[src/rtl/wmd_pkg.sv]
`default_nettype none

package wmd_pkg;

  localparam int MAX_CHANNELS = 8;
  localparam int MAX_CHUNKS   = 4096;

  // Reciprocal scale: mean = (|sum| * recip) >> RECIP_SHIFT, exact for |sum| < 2^19
  localparam int SUM_W       = 20;
  localparam int MAG_W       = 19;
  localparam int RECIP_W     = 23;
  localparam int RECIP_SHIFT = 22;
  localparam int PROD_W      = MAG_W + RECIP_W;

  localparam int CFG_DATA_W = 24;

  typedef enum logic [1:0] {
    CFG_CHANNEL_COUNT    = 2'd0,
    CFG_FRAMES_PER_CHUNK = 2'd1,
    CFG_CHUNK_COUNT      = 2'd2
  } cfg_idx_t;

  typedef struct packed {
    logic signed [15:0] sample_0;
    logic signed [15:0] sample_1;
    logic signed [15:0] sample_2;
    logic signed [15:0] sample_3;
    logic signed [15:0] sample_4;
    logic signed [15:0] sample_5;
    logic signed [15:0] sample_6;
    logic signed [15:0] sample_7;
  } in_item_t;

  typedef struct packed {
    logic        [11:0] chunk_index;
    logic signed [15:0] min_amp;
    logic        [14:0] max_amp;
    logic               last_chunk;
  } out_item_t;

  typedef struct packed {
    logic [3:0]  channel_count;
    logic [23:0] frames_per_chunk;
    logic [12:0] chunk_count;
  } cfg_t;

  // Frame sum in sign/magnitude form, handed from front to back
  typedef struct packed {
    logic             neg;
    logic [MAG_W-1:0] mag;
  } sum_item_t;

  function automatic logic [3:0] eff_channels(input logic [3:0] c);
    logic [3:0] r;
    r = c;
    if (c == 4'd0) r = 4'd1;
    if (c > 4'(MAX_CHANNELS)) r = 4'(MAX_CHANNELS);
    return r;
  endfunction

  function automatic logic [23:0] eff_fpc(input logic [23:0] f);
    return (f == 24'd0) ? 24'd1 : f;
  endfunction

  function automatic logic [12:0] eff_chunks(input logic [12:0] n);
    return (n > 13'(MAX_CHUNKS)) ? 13'(MAX_CHUNKS) : n;
  endfunction

  // ceil(2^22 / c) for c = 1..8
  function automatic logic [RECIP_W-1:0] recip(input logic [3:0] c);
    logic [RECIP_W-1:0] r;
    unique case (c)
      4'd1:    r = 23'd4194304;
      4'd2:    r = 23'd2097152;
      4'd3:    r = 23'd1398102;
      4'd4:    r = 23'd1048576;
      4'd5:    r = 23'd838861;
      4'd6:    r = 23'd699051;
      4'd7:    r = 23'd599187;
      4'd8:    r = 23'd524288;
      default: r = 23'd4194304;
    endcase
    return r;
  endfunction

endpackage

`default_nettype wire

[src/rtl/wmd_front.sv]
`default_nettype none

module wmd_front (
  input  wire  logic               in_valid,
  output logic                     in_stall,
  input  wire  wmd_pkg::in_item_t  in_data,
  input  wire  wmd_pkg::cfg_t      cfg,
  input  wire  logic               q_full,
  output logic                     q_push,
  output wmd_pkg::sum_item_t       q_data
);
  import wmd_pkg::*;

  logic signed [15:0]      smp   [MAX_CHANNELS];
  logic signed [SUM_W-1:0] term  [MAX_CHANNELS];
  logic signed [SUM_W-1:0] l1    [4];
  logic signed [SUM_W-1:0] l2    [2];
  logic signed [SUM_W-1:0] sum;
  logic        [3:0]       chans;

  assign smp[0] = in_data.sample_0;
  assign smp[1] = in_data.sample_1;
  assign smp[2] = in_data.sample_2;
  assign smp[3] = in_data.sample_3;
  assign smp[4] = in_data.sample_4;
  assign smp[5] = in_data.sample_5;
  assign smp[6] = in_data.sample_6;
  assign smp[7] = in_data.sample_7;

  assign chans = eff_channels(cfg.channel_count);

  always_comb begin
    for (int i = 0; i < MAX_CHANNELS; i++) begin
      term[i] = (4'(i) < chans) ? SUM_W'(smp[i]) : '0;
    end
    for (int i = 0; i < 4; i++) begin
      l1[i] = term[2*i] + term[2*i+1];
    end
    l2[0] = l1[0] + l1[1];
    l2[1] = l1[2] + l1[3];
    sum   = l2[0] + l2[1];
  end

  assign in_stall   = q_full;
  assign q_push     = in_valid && !q_full;
  assign q_data.neg = sum[SUM_W-1];
  assign q_data.mag = sum[SUM_W-1] ? MAG_W'(-sum) : MAG_W'(sum);

endmodule

`default_nettype wire

[src/rtl/wmd_queue.sv]
`default_nettype none

module wmd_queue (
  input  wire  logic                clk,
  input  wire  logic                rst_n,
  input  wire  logic                push,
  input  wire  wmd_pkg::sum_item_t  push_data,
  output logic                      full,
  input  wire  logic                pop,
  output logic                      valid,
  output wmd_pkg::sum_item_t        pop_data
);
  import wmd_pkg::*;

  sum_item_t  mem_r [2];
  logic       wr_ptr_r, wr_ptr_nxt;
  logic       rd_ptr_r, rd_ptr_nxt;
  logic [1:0] count_r, count_nxt;
  logic       do_push, do_pop;

  assign full     = (count_r == 2'd2);
  assign valid    = (count_r != 2'd0);
  assign pop_data = mem_r[rd_ptr_r];
  assign do_push  = push && !full;
  assign do_pop   = pop && valid;

  always_comb begin
    wr_ptr_nxt = do_push ? !wr_ptr_r : wr_ptr_r;
    rd_ptr_nxt = do_pop  ? !rd_ptr_r : rd_ptr_r;
    count_nxt  = count_r + 2'(do_push) - 2'(do_pop);
  end

  always_ff @(posedge clk) begin
    if (!rst_n) begin
      wr_ptr_r <= 1'b0;
      rd_ptr_r <= 1'b0;
      count_r  <= 2'd0;
    end else begin
      wr_ptr_r <= wr_ptr_nxt;
      rd_ptr_r <= rd_ptr_nxt;
      count_r  <= count_nxt;
    end
  end

  always_ff @(posedge clk) begin
    if (do_push) begin
      mem_r[wr_ptr_r] <= push_data;
    end
  end

endmodule

`default_nettype wire

[src/rtl/wmd_back.sv]
`default_nettype none

module wmd_back (
  input  wire  logic                clk,
  input  wire  logic                rst_n,
  input  wire  wmd_pkg::cfg_t       cfg,
  input  wire  logic                q_valid,
  input  wire  wmd_pkg::sum_item_t  q_data,
  output logic                      q_pop,
  output logic                      out_valid,
  input  wire  logic                out_stall,
  output wmd_pkg::out_item_t        out_data
);
  import wmd_pkg::*;

  typedef enum logic [1:0] {
    S_IDLE = 2'b01,
    S_FOLD = 2'b10
  } state_t;

  state_t                state_r, state_nxt;
  logic [PROD_W-1:0]     prod_r;
  logic                  neg_r;
  logic [23:0]           fic_r, fic_nxt;
  logic [12:0]           cur_r, cur_nxt;
  logic signed [15:0]    min_r, min_nxt;
  logic [14:0]           max_r, max_nxt;
  logic                  done_r, done_nxt;
  logic                  out_valid_r, out_valid_nxt;
  out_item_t             out_data_r, out_data_nxt;

  logic [3:0]            chans;
  logic [23:0]           fpc;
  logic [12:0]           chunks;
  logic                  advance;
  logic [15:0]           quo;
  logic signed [16:0]    mean;
  logic signed [15:0]    new_min;
  logic [14:0]           new_max;
  logic [23:0]           fic_inc;
  logic [12:0]           cur_inc;
  logic                  complete;

  assign chans  = eff_channels(cfg.channel_count);
  assign fpc    = eff_fpc(cfg.frames_per_chunk);
  assign chunks = eff_chunks(cfg.chunk_count);

  // fold step may retire only when the output register can take a result
  assign advance = (state_r == S_FOLD) && !(out_valid_r && out_stall);
  assign q_pop   = q_valid && ((state_r == S_IDLE) || advance);

  assign quo  = prod_r[RECIP_SHIFT+15:RECIP_SHIFT];
  assign mean = neg_r ? -$signed({1'b0, quo}) : $signed({1'b0, quo});

  always_comb begin
    new_min  = (mean < 17'(min_r)) ? mean[15:0] : min_r;
    new_max  = (mean > $signed({2'b00, max_r})) ? mean[14:0] : max_r;
    fic_inc  = fic_r + 24'd1;
    cur_inc  = cur_r + 13'd1;
    complete = (fic_inc == 24'd0) || (fic_inc >= fpc);
  end

  always_comb begin
    state_nxt     = state_r;
    fic_nxt       = fic_r;
    cur_nxt       = cur_r;
    min_nxt       = min_r;
    max_nxt       = max_r;
    done_nxt      = done_r;
    out_valid_nxt = out_valid_r && out_stall;
    out_data_nxt  = out_data_r;

    if (advance) begin
      if (done_r || (cur_r >= chunks)) begin
        done_nxt = 1'b1;
      end else if (complete) begin
        out_valid_nxt            = 1'b1;
        out_data_nxt.chunk_index = cur_r[11:0];
        out_data_nxt.min_amp     = new_min;
        out_data_nxt.max_amp     = new_max;
        out_data_nxt.last_chunk  = (cur_r == chunks - 13'd1);
        fic_nxt                  = '0;
        min_nxt                  = '0;
        max_nxt                  = '0;
        cur_nxt                  = cur_inc;
        if (cur_inc >= chunks) begin
          done_nxt = 1'b1;
        end
      end else begin
        fic_nxt = fic_inc;
        min_nxt = new_min;
        max_nxt = new_max;
      end
    end

    priority if (q_pop) begin
      state_nxt = S_FOLD;
    end else if (advance) begin
      state_nxt = S_IDLE;
    end else begin
      state_nxt = state_r;
    end
  end

  always_ff @(posedge clk) begin
    if (!rst_n) begin
      state_r     <= S_IDLE;
      fic_r       <= '0;
      cur_r       <= '0;
      min_r       <= '0;
      max_r       <= '0;
      done_r      <= 1'b0;
      out_valid_r <= 1'b0;
    end else begin
      state_r     <= state_nxt;
      fic_r       <= fic_nxt;
      cur_r       <= cur_nxt;
      min_r       <= min_nxt;
      max_r       <= max_nxt;
      done_r      <= done_nxt;
      out_valid_r <= out_valid_nxt;
    end
  end

  always_ff @(posedge clk) begin
    out_data_r <= out_data_nxt;
    if (q_pop) begin
      prod_r <= PROD_W'(q_data.mag) * PROD_W'(recip(chans));
      neg_r  <= q_data.neg;
    end
  end

  assign out_valid = out_valid_r;
  assign out_data  = out_data_r;

endmodule

`default_nettype wire

[src/rtl/waveform_minmax_decimator_core.sv]
// Min/max envelope decimator. Each request on the in_ channel is one audio frame of up to
// eight signed Q15 samples; the first channel_count are averaged (sum / count, truncated
// toward zero) and the block tracks the min (<= 0) and max (>= 0) of that mean over every
// chunk of frames_per_chunk frames. Each finished chunk gives one out_ request with its
// index, the pair and a last-chunk flag; frames after chunk_count chunks are swallowed.
// One frame per clock unless out_stall holds the output: the front adds the samples and pushes
// the sum into a two-entry queue, the back multiplies by a reciprocal in one stage and folds
// the result in the next. A closing frame's sum passes the queue and prod_r to out_data_r.
// in_stall rises only when the queue is full, which happens when the output
// register is held by out_stall. Registers are written through cfg_ (index 0 channel_count,
// 1 frames_per_chunk, 2 chunk_count) and should only be changed while the block is idle.
`default_nettype none

module waveform_minmax_decimator_core (
  input  wire  logic                clk,
  input  wire  logic                rst_n,
  // frame input
  input  wire  logic                in_valid,
  output logic                      in_stall,
  input  wire  wmd_pkg::in_item_t   in_data,
  // chunk results
  output logic                      out_valid,
  input  wire  logic                out_stall,
  output wmd_pkg::out_item_t        out_data,
  // register writes
  input  wire  logic                cfg_valid,
  output logic                      cfg_ready,
  input  wire  logic [1:0]          cfg_index,
  input  wire  logic [23:0]         cfg_data
);
  import wmd_pkg::*;

  cfg_t       cfg_r, cfg_nxt;
  logic       q_full, q_push, q_pop, q_valid;
  sum_item_t  push_data, pop_data;

  // Config registers: always ready, writes are registered into cfg_r.
  // Index 3 is outside the register map and is dropped.
  assign cfg_ready = 1'b1;

  always_comb begin
    cfg_nxt = cfg_r;
    if (cfg_valid) begin
      unique case (cfg_idx_t'(cfg_index))
        CFG_CHANNEL_COUNT:    cfg_nxt.channel_count    = cfg_data[3:0];
        CFG_FRAMES_PER_CHUNK: cfg_nxt.frames_per_chunk = cfg_data[23:0];
        CFG_CHUNK_COUNT:      cfg_nxt.chunk_count      = cfg_data[12:0];
        default:              cfg_nxt                  = cfg_r;
      endcase
    end
  end

  always_ff @(posedge clk) begin
    if (!rst_n) begin
      cfg_r.channel_count    <= 4'd2;
      cfg_r.frames_per_chunk <= 24'd1;
      cfg_r.chunk_count      <= 13'd1024;
    end else begin
      cfg_r <= cfg_nxt;
    end
  end

  // Front: channel masking and adder tree, result in sign/magnitude
  wmd_front u_front (
    .in_valid (in_valid),
    .in_stall (in_stall),
    .in_data  (in_data),
    .cfg      (cfg_r),
    .q_full   (q_full),
    .q_push   (q_push),
    .q_data   (push_data)
  );

  // Two-entry decoupling queue
  wmd_queue u_queue (
    .clk       (clk),
    .rst_n     (rst_n),
    .push      (q_push),
    .push_data (push_data),
    .full      (q_full),
    .pop       (q_pop),
    .valid     (q_valid),
    .pop_data  (pop_data)
  );

  // Back: reciprocal divide, min/max fold, chunk counting, output register
  wmd_back u_back (
    .clk       (clk),
    .rst_n     (rst_n),
    .cfg       (cfg_r),
    .q_valid   (q_valid),
    .q_data    (pop_data),
    .q_pop     (q_pop),
    .out_valid (out_valid),
    .out_stall (out_stall),
    .out_data  (out_data)
  );

endmodule

`default_nettype wire

[config.mk]
export PLATFORM = sky130hd
export DESIGN_NAME = waveform_minmax_decimator_core
export DESIGN_NICKNAME = d
export VERILOG_FILES = /design/src/rtl/wmd_pkg.sv /design/src/rtl/wmd_front.sv /design/src/rtl/wmd_queue.sv /design/src/rtl/wmd_back.sv /design/src/rtl/waveform_minmax_decimator_core.sv
export SDC_FILE = /design/constraint.sdc
export NUM_CORES = 2
export LEC_CHECK = 0
export BUFFER_PORTS_ARGS = -buffer_cell sky130_fd_sc_hd__buf_4
export CAP_MARGIN = 20
export CORE_AREA = 2 2 336 338
export DETAILED_ROUTE_END_ITERATION = 8
export DIE_AREA = 0 0 338 340
export HOLD_SLACK_MARGIN = 0.03
export PLACE_DENSITY = 0.39
export SLEW_MARGIN = 40
export SYNTH_ARGS = -nofsm -noshare
export SYNTH_HDL_FRONTEND = slang
export SYNTH_SLANG_ARGS = --single-unit
[constraint.sdc]
create_clock -name clk -period 10.7 [get_ports clk]
set_input_delay 1.07 -clock clk [delete_from_list [all_inputs] [get_ports clk]]
set_output_delay 1.07 -clock clk [all_outputs]
set_load 0.01 [all_outputs]
==> out/qor.txt <==
OUTCOME
------------------------------------------------------------------------------------------------------
Outcome                                                                                      completed

ROUTING
------------------------------------------------------------------------------------------------------
Vias                                                                                             20.0k
Iteration-0 DRC Markers                                                                            993
Remaining number of nets flagged by the antenna check after routing                                  0
Drt via density                                                                                   4.31
DRC violations left                                                                                  0
Overall routed net length                                                                     86000 um
Drt wl/cell                                                                                    18.5 um
First-pass iteration count of the detailed router                                                    6

SYNTHESIS
------------------------------------------------------------------------------------------------------
Cell types occupying the most area after synthesis                                        fa_1 31%, edfxtp_1 11%, ha_1 9.8%
FFs w/ async S/R, synth                                                                             0%
Mapped Area                                                                                 27700 um^2
Cell taking the most area after synthesis                                                         fa_1
Library cells used by synthesis                                                                     88
Average footprint of a synthesized cell                                                      9.38 um^2
Number of enable flip-flop cells after synthesis                                                   101
Count of state elements after synthesis                                                            219
Synthesized Nets                                                                                  3758
Most numerous cell in the Yosys netlist                                                          inv_1
Gate count after technology mapping                                                               2953
Commonest cells post-synth                                                                636 x inv_1, 430 x fa_1, 330 x nand2_1, 216 x ha_1, 146 x nor2_1
Sequential fraction of the synthesis area                                                        19.5%
Warnings, synthesis                                                                                  0
Primary flip-flop cell chosen by synthesis mapping                                             dfxtp_1
Area fraction of the dominant cell type after synthesis                                          31.1%

FINAL LAYOUT
------------------------------------------------------------------------------------------------------
Nets                                                                                              3931
Area taken by flip-flops and latches                                                         5400 um^2
Multi-input combinational cell area                                                         19600 um^2
Share of cells above drive strength 1                                                            12.2%
Total of fill cells in the finished design                                                       11.9k
Diodes inserted                                                                                      0
Area growth from synthesis to layout                                                             15.6%

CTS
------------------------------------------------------------------------------------------------------
Total number of clock tree sinks                                                                   219
Root Buffer Master                                                                           clkbuf_16
Post-cts repair resize count                                                                         0
Cts-stage hold buffer count                                                                          0
Clock transition at the register clock pins on the worst setup and hold paths after CTS          60 ps
Post-CTS setup buffer count                                                                          0
Clock insertion delay at the later pin of the skew report                                       580 ps
H-tree depth                                                                                         1
CTS tree                                                                                           yes
Deepest clock path buffer count                                                                      3
CTS Buf Count                                                                                       27

PWR
------------------------------------------------------------------------------------------------------
Cell Pwr Density                                                                           208 nW/um^2
Leak                                                                                         0.0148 uW
Highest ir drop seen on vdd                                                                   0.110 mV

STA
------------------------------------------------------------------------------------------------------
Max Freq                                                                                       115 MHz
Worst hold margin                                                                               465 ps
Worst-Margin Slew                                                                               814 ps
Setup TNS Final                                                                                   0 ps
Final setup margin                                                                             2000 ps
Number of failing setup endpoints in the final timing report                                         0
Setup repair after global routing missed its margin                                              false
Fraction of the cycle the final worst path needs                                                 81.3%
Worst-case headroom to the max-slew limit                                                        45.1%
Clk_skew                                                                                       17.0 ps
Max-slew violations                                                                                  0
Time the final worst path needs with I/O delays and setup                                      8700 ps
Hold Violations, Final                                                                               0

CRITICAL PATH
------------------------------------------------------------------------------------------------------
Maximum net fanout on the critical path                                                             28
Master of the slowest instance on the critical path                                               fa_1
Crit Path Category                                                                          reg -> reg
Crit path required time                                                                       11030 ps
Cell repeated most along the worst path                                                           fa_1
CP Data Arrival Time                                                                           9030 ps
Type of element launching the critical path                                                       flop
Type of destination of the critical path                                                          flop
Stage delay of the slowest cell on the critical path                                            690 ps

FLOORPLAN
------------------------------------------------------------------------------------------------------
Die Area                                                                                   115000 um^2
Row cnt                                                                                            123
Y dimension of the die                                                                          340 um
Initial Utilization                                                                              24.8%
Top-Level Pins                                                                                     206
Core Box Area                                                                              112000 um^2
Chip Width                                                                                      338 um

HOLD PATH
------------------------------------------------------------------------------------------------------
Kind of path behind the tightest hold check                                                 reg -> reg

GLOBAL ROUTING
------------------------------------------------------------------------------------------------------
Vias in the first global route                                                                   21.7k
First-pass GRT wire length                                                                   132000 um
Global-route usage over all layers                                                               15.0%
Initial antenna violation count                                                                      0
Largest net degree at the start of global routing                                                   52
Global route overflow                                                                                0

PLACED DESIGN
------------------------------------------------------------------------------------------------------
Half-perimeter wire length after placement                                                    73000 um
Dpl ws                                                                                         1880 ps
I/O Buffers                                                                                        204
Gpl congestion                                                                                   0.880

RUN
------------------------------------------------------------------------------------------------------
Number of max-cap violations                                                                         0

==> power by group <==
part	switching (uW)	internal, uW
logic	2600	1700
registers	122	1240
clock network	393	610
==> worst max-delay path, delay by kind of cell (launching register included) <==
family | cells | cell delay [ps]
simple gates | 6 | 1440
compound gates | 8 | 2440
fa+ha+maj | 7 | 3670
flops | 1 | 440
buf+inv | 4 | 430
==> metal layers <==
layer | vias to the layer above | GRT usage [%] | part of all wire [%]
li1 | 9734 | - | -
met1 | 9811 | 20.6 | 46
met2 | 379 | 25.0 | 47
met3 | 114 | 1.55 | 3.5
met4 | 0 | 4.03 | 3.0
met5 | - | 0 | 0
==> state kept, by name (all words and copies together), names as in the netlist, 2 cells and up, named ones only <==
name             flops
cfg_r               41
u_back.cur_r        13
u_back.fic_r        24
u_back.max_r        15
u_back.min_r        16
u_back.out_data     44
u_back.prod_r       16
u_back.state_r       2
u_queue.count_r      2
u_queue.mem_r       40
==> cell usage in the layout, fill, tap and decap left out, drive strengths merged, types with 19 or more instances in the layout <==
cell type	count
mux2i	28
o21ai	80
o31ai	22
dfxtp	118
buf	237
xnor2	92
or3	26
nand2	331
a21o	31
fa	430
a22o	36
nand4	21
clkbuf	30
nor3	23
nor2b	94
edfxtp	101
a21oi	97
xor2	33
nand3	30
inv	639
ha	216
nor2	146
and2	28
mux2	36
nand2b	19
==> worst paths after layout <==
check                                                   from                           end  slack (ps)  depth (start not counted)
worst max-delay path                  cfg_r[37]$_SDFFE_PN0P_   u_back.prod_r[34]$_DFFE_PP_        2000                         25
worst min-delay path            u_back.max_r[1]$_SDFFE_PN0P_  u_back.max_r[1]$_SDFFE_PN0P_         460                          1
worst max register to register        cfg_r[37]$_SDFFE_PN0P_   u_back.prod_r[34]$_DFFE_PP_        2000                         25
worst min register to register  u_back.max_r[1]$_SDFFE_PN0P_  u_back.max_r[1]$_SDFFE_PN0P_         460                          1
==> final cells by class <==
class,instances,area share (%)
Clock buffer,30,2.14
Clock inverter,20,0.851
Inverter,638,7.47
Multi-Input combinational cell,2003,61.2
Sequential cell,219,16.8
Tap cell,1500,5.86
Timing Repair Buffer,237,5.64
==> cells by family (layout without fill, tap and decap cells) <==
group                      after synthesis  in the layout  synth area share (%)
xor gates and xnor gates               125            125                  3.95
adders and majority gates              646            646                  40.8
buffers and inverters                  731            925                  10.1
other                                    1              1                0.0135
and+or+nand+nor                        798            798                  14.0
muxes                                   64             64                  2.47
AOI/OAI and AO/OA                      369            369                  9.13
DFF                                    219            219                  19.5
==> per-stage QoR <==
| stage | instance area [um^2] | instances | power, uW | utilization (%) |
|---|---|---|---|---|
| 2_1_floorplan | 27700 | 2953 | 4400 | - |
| 3_3_place_gp | 31000 | 4594 | 5730 | 27.8 |
| 3_5_place_dp | 31100 | 4597 | 5740 | 27.9 |
| 4_1_cts | 32000 | 4647 | 6800 | 28.7 |
| 5_1_grt | 32000 | 4647 | 7350 | 28.7 |
| 6_report | 32000 | 4647 | 6660 | 28.7 |
Power figures use the tool's default switching activity.
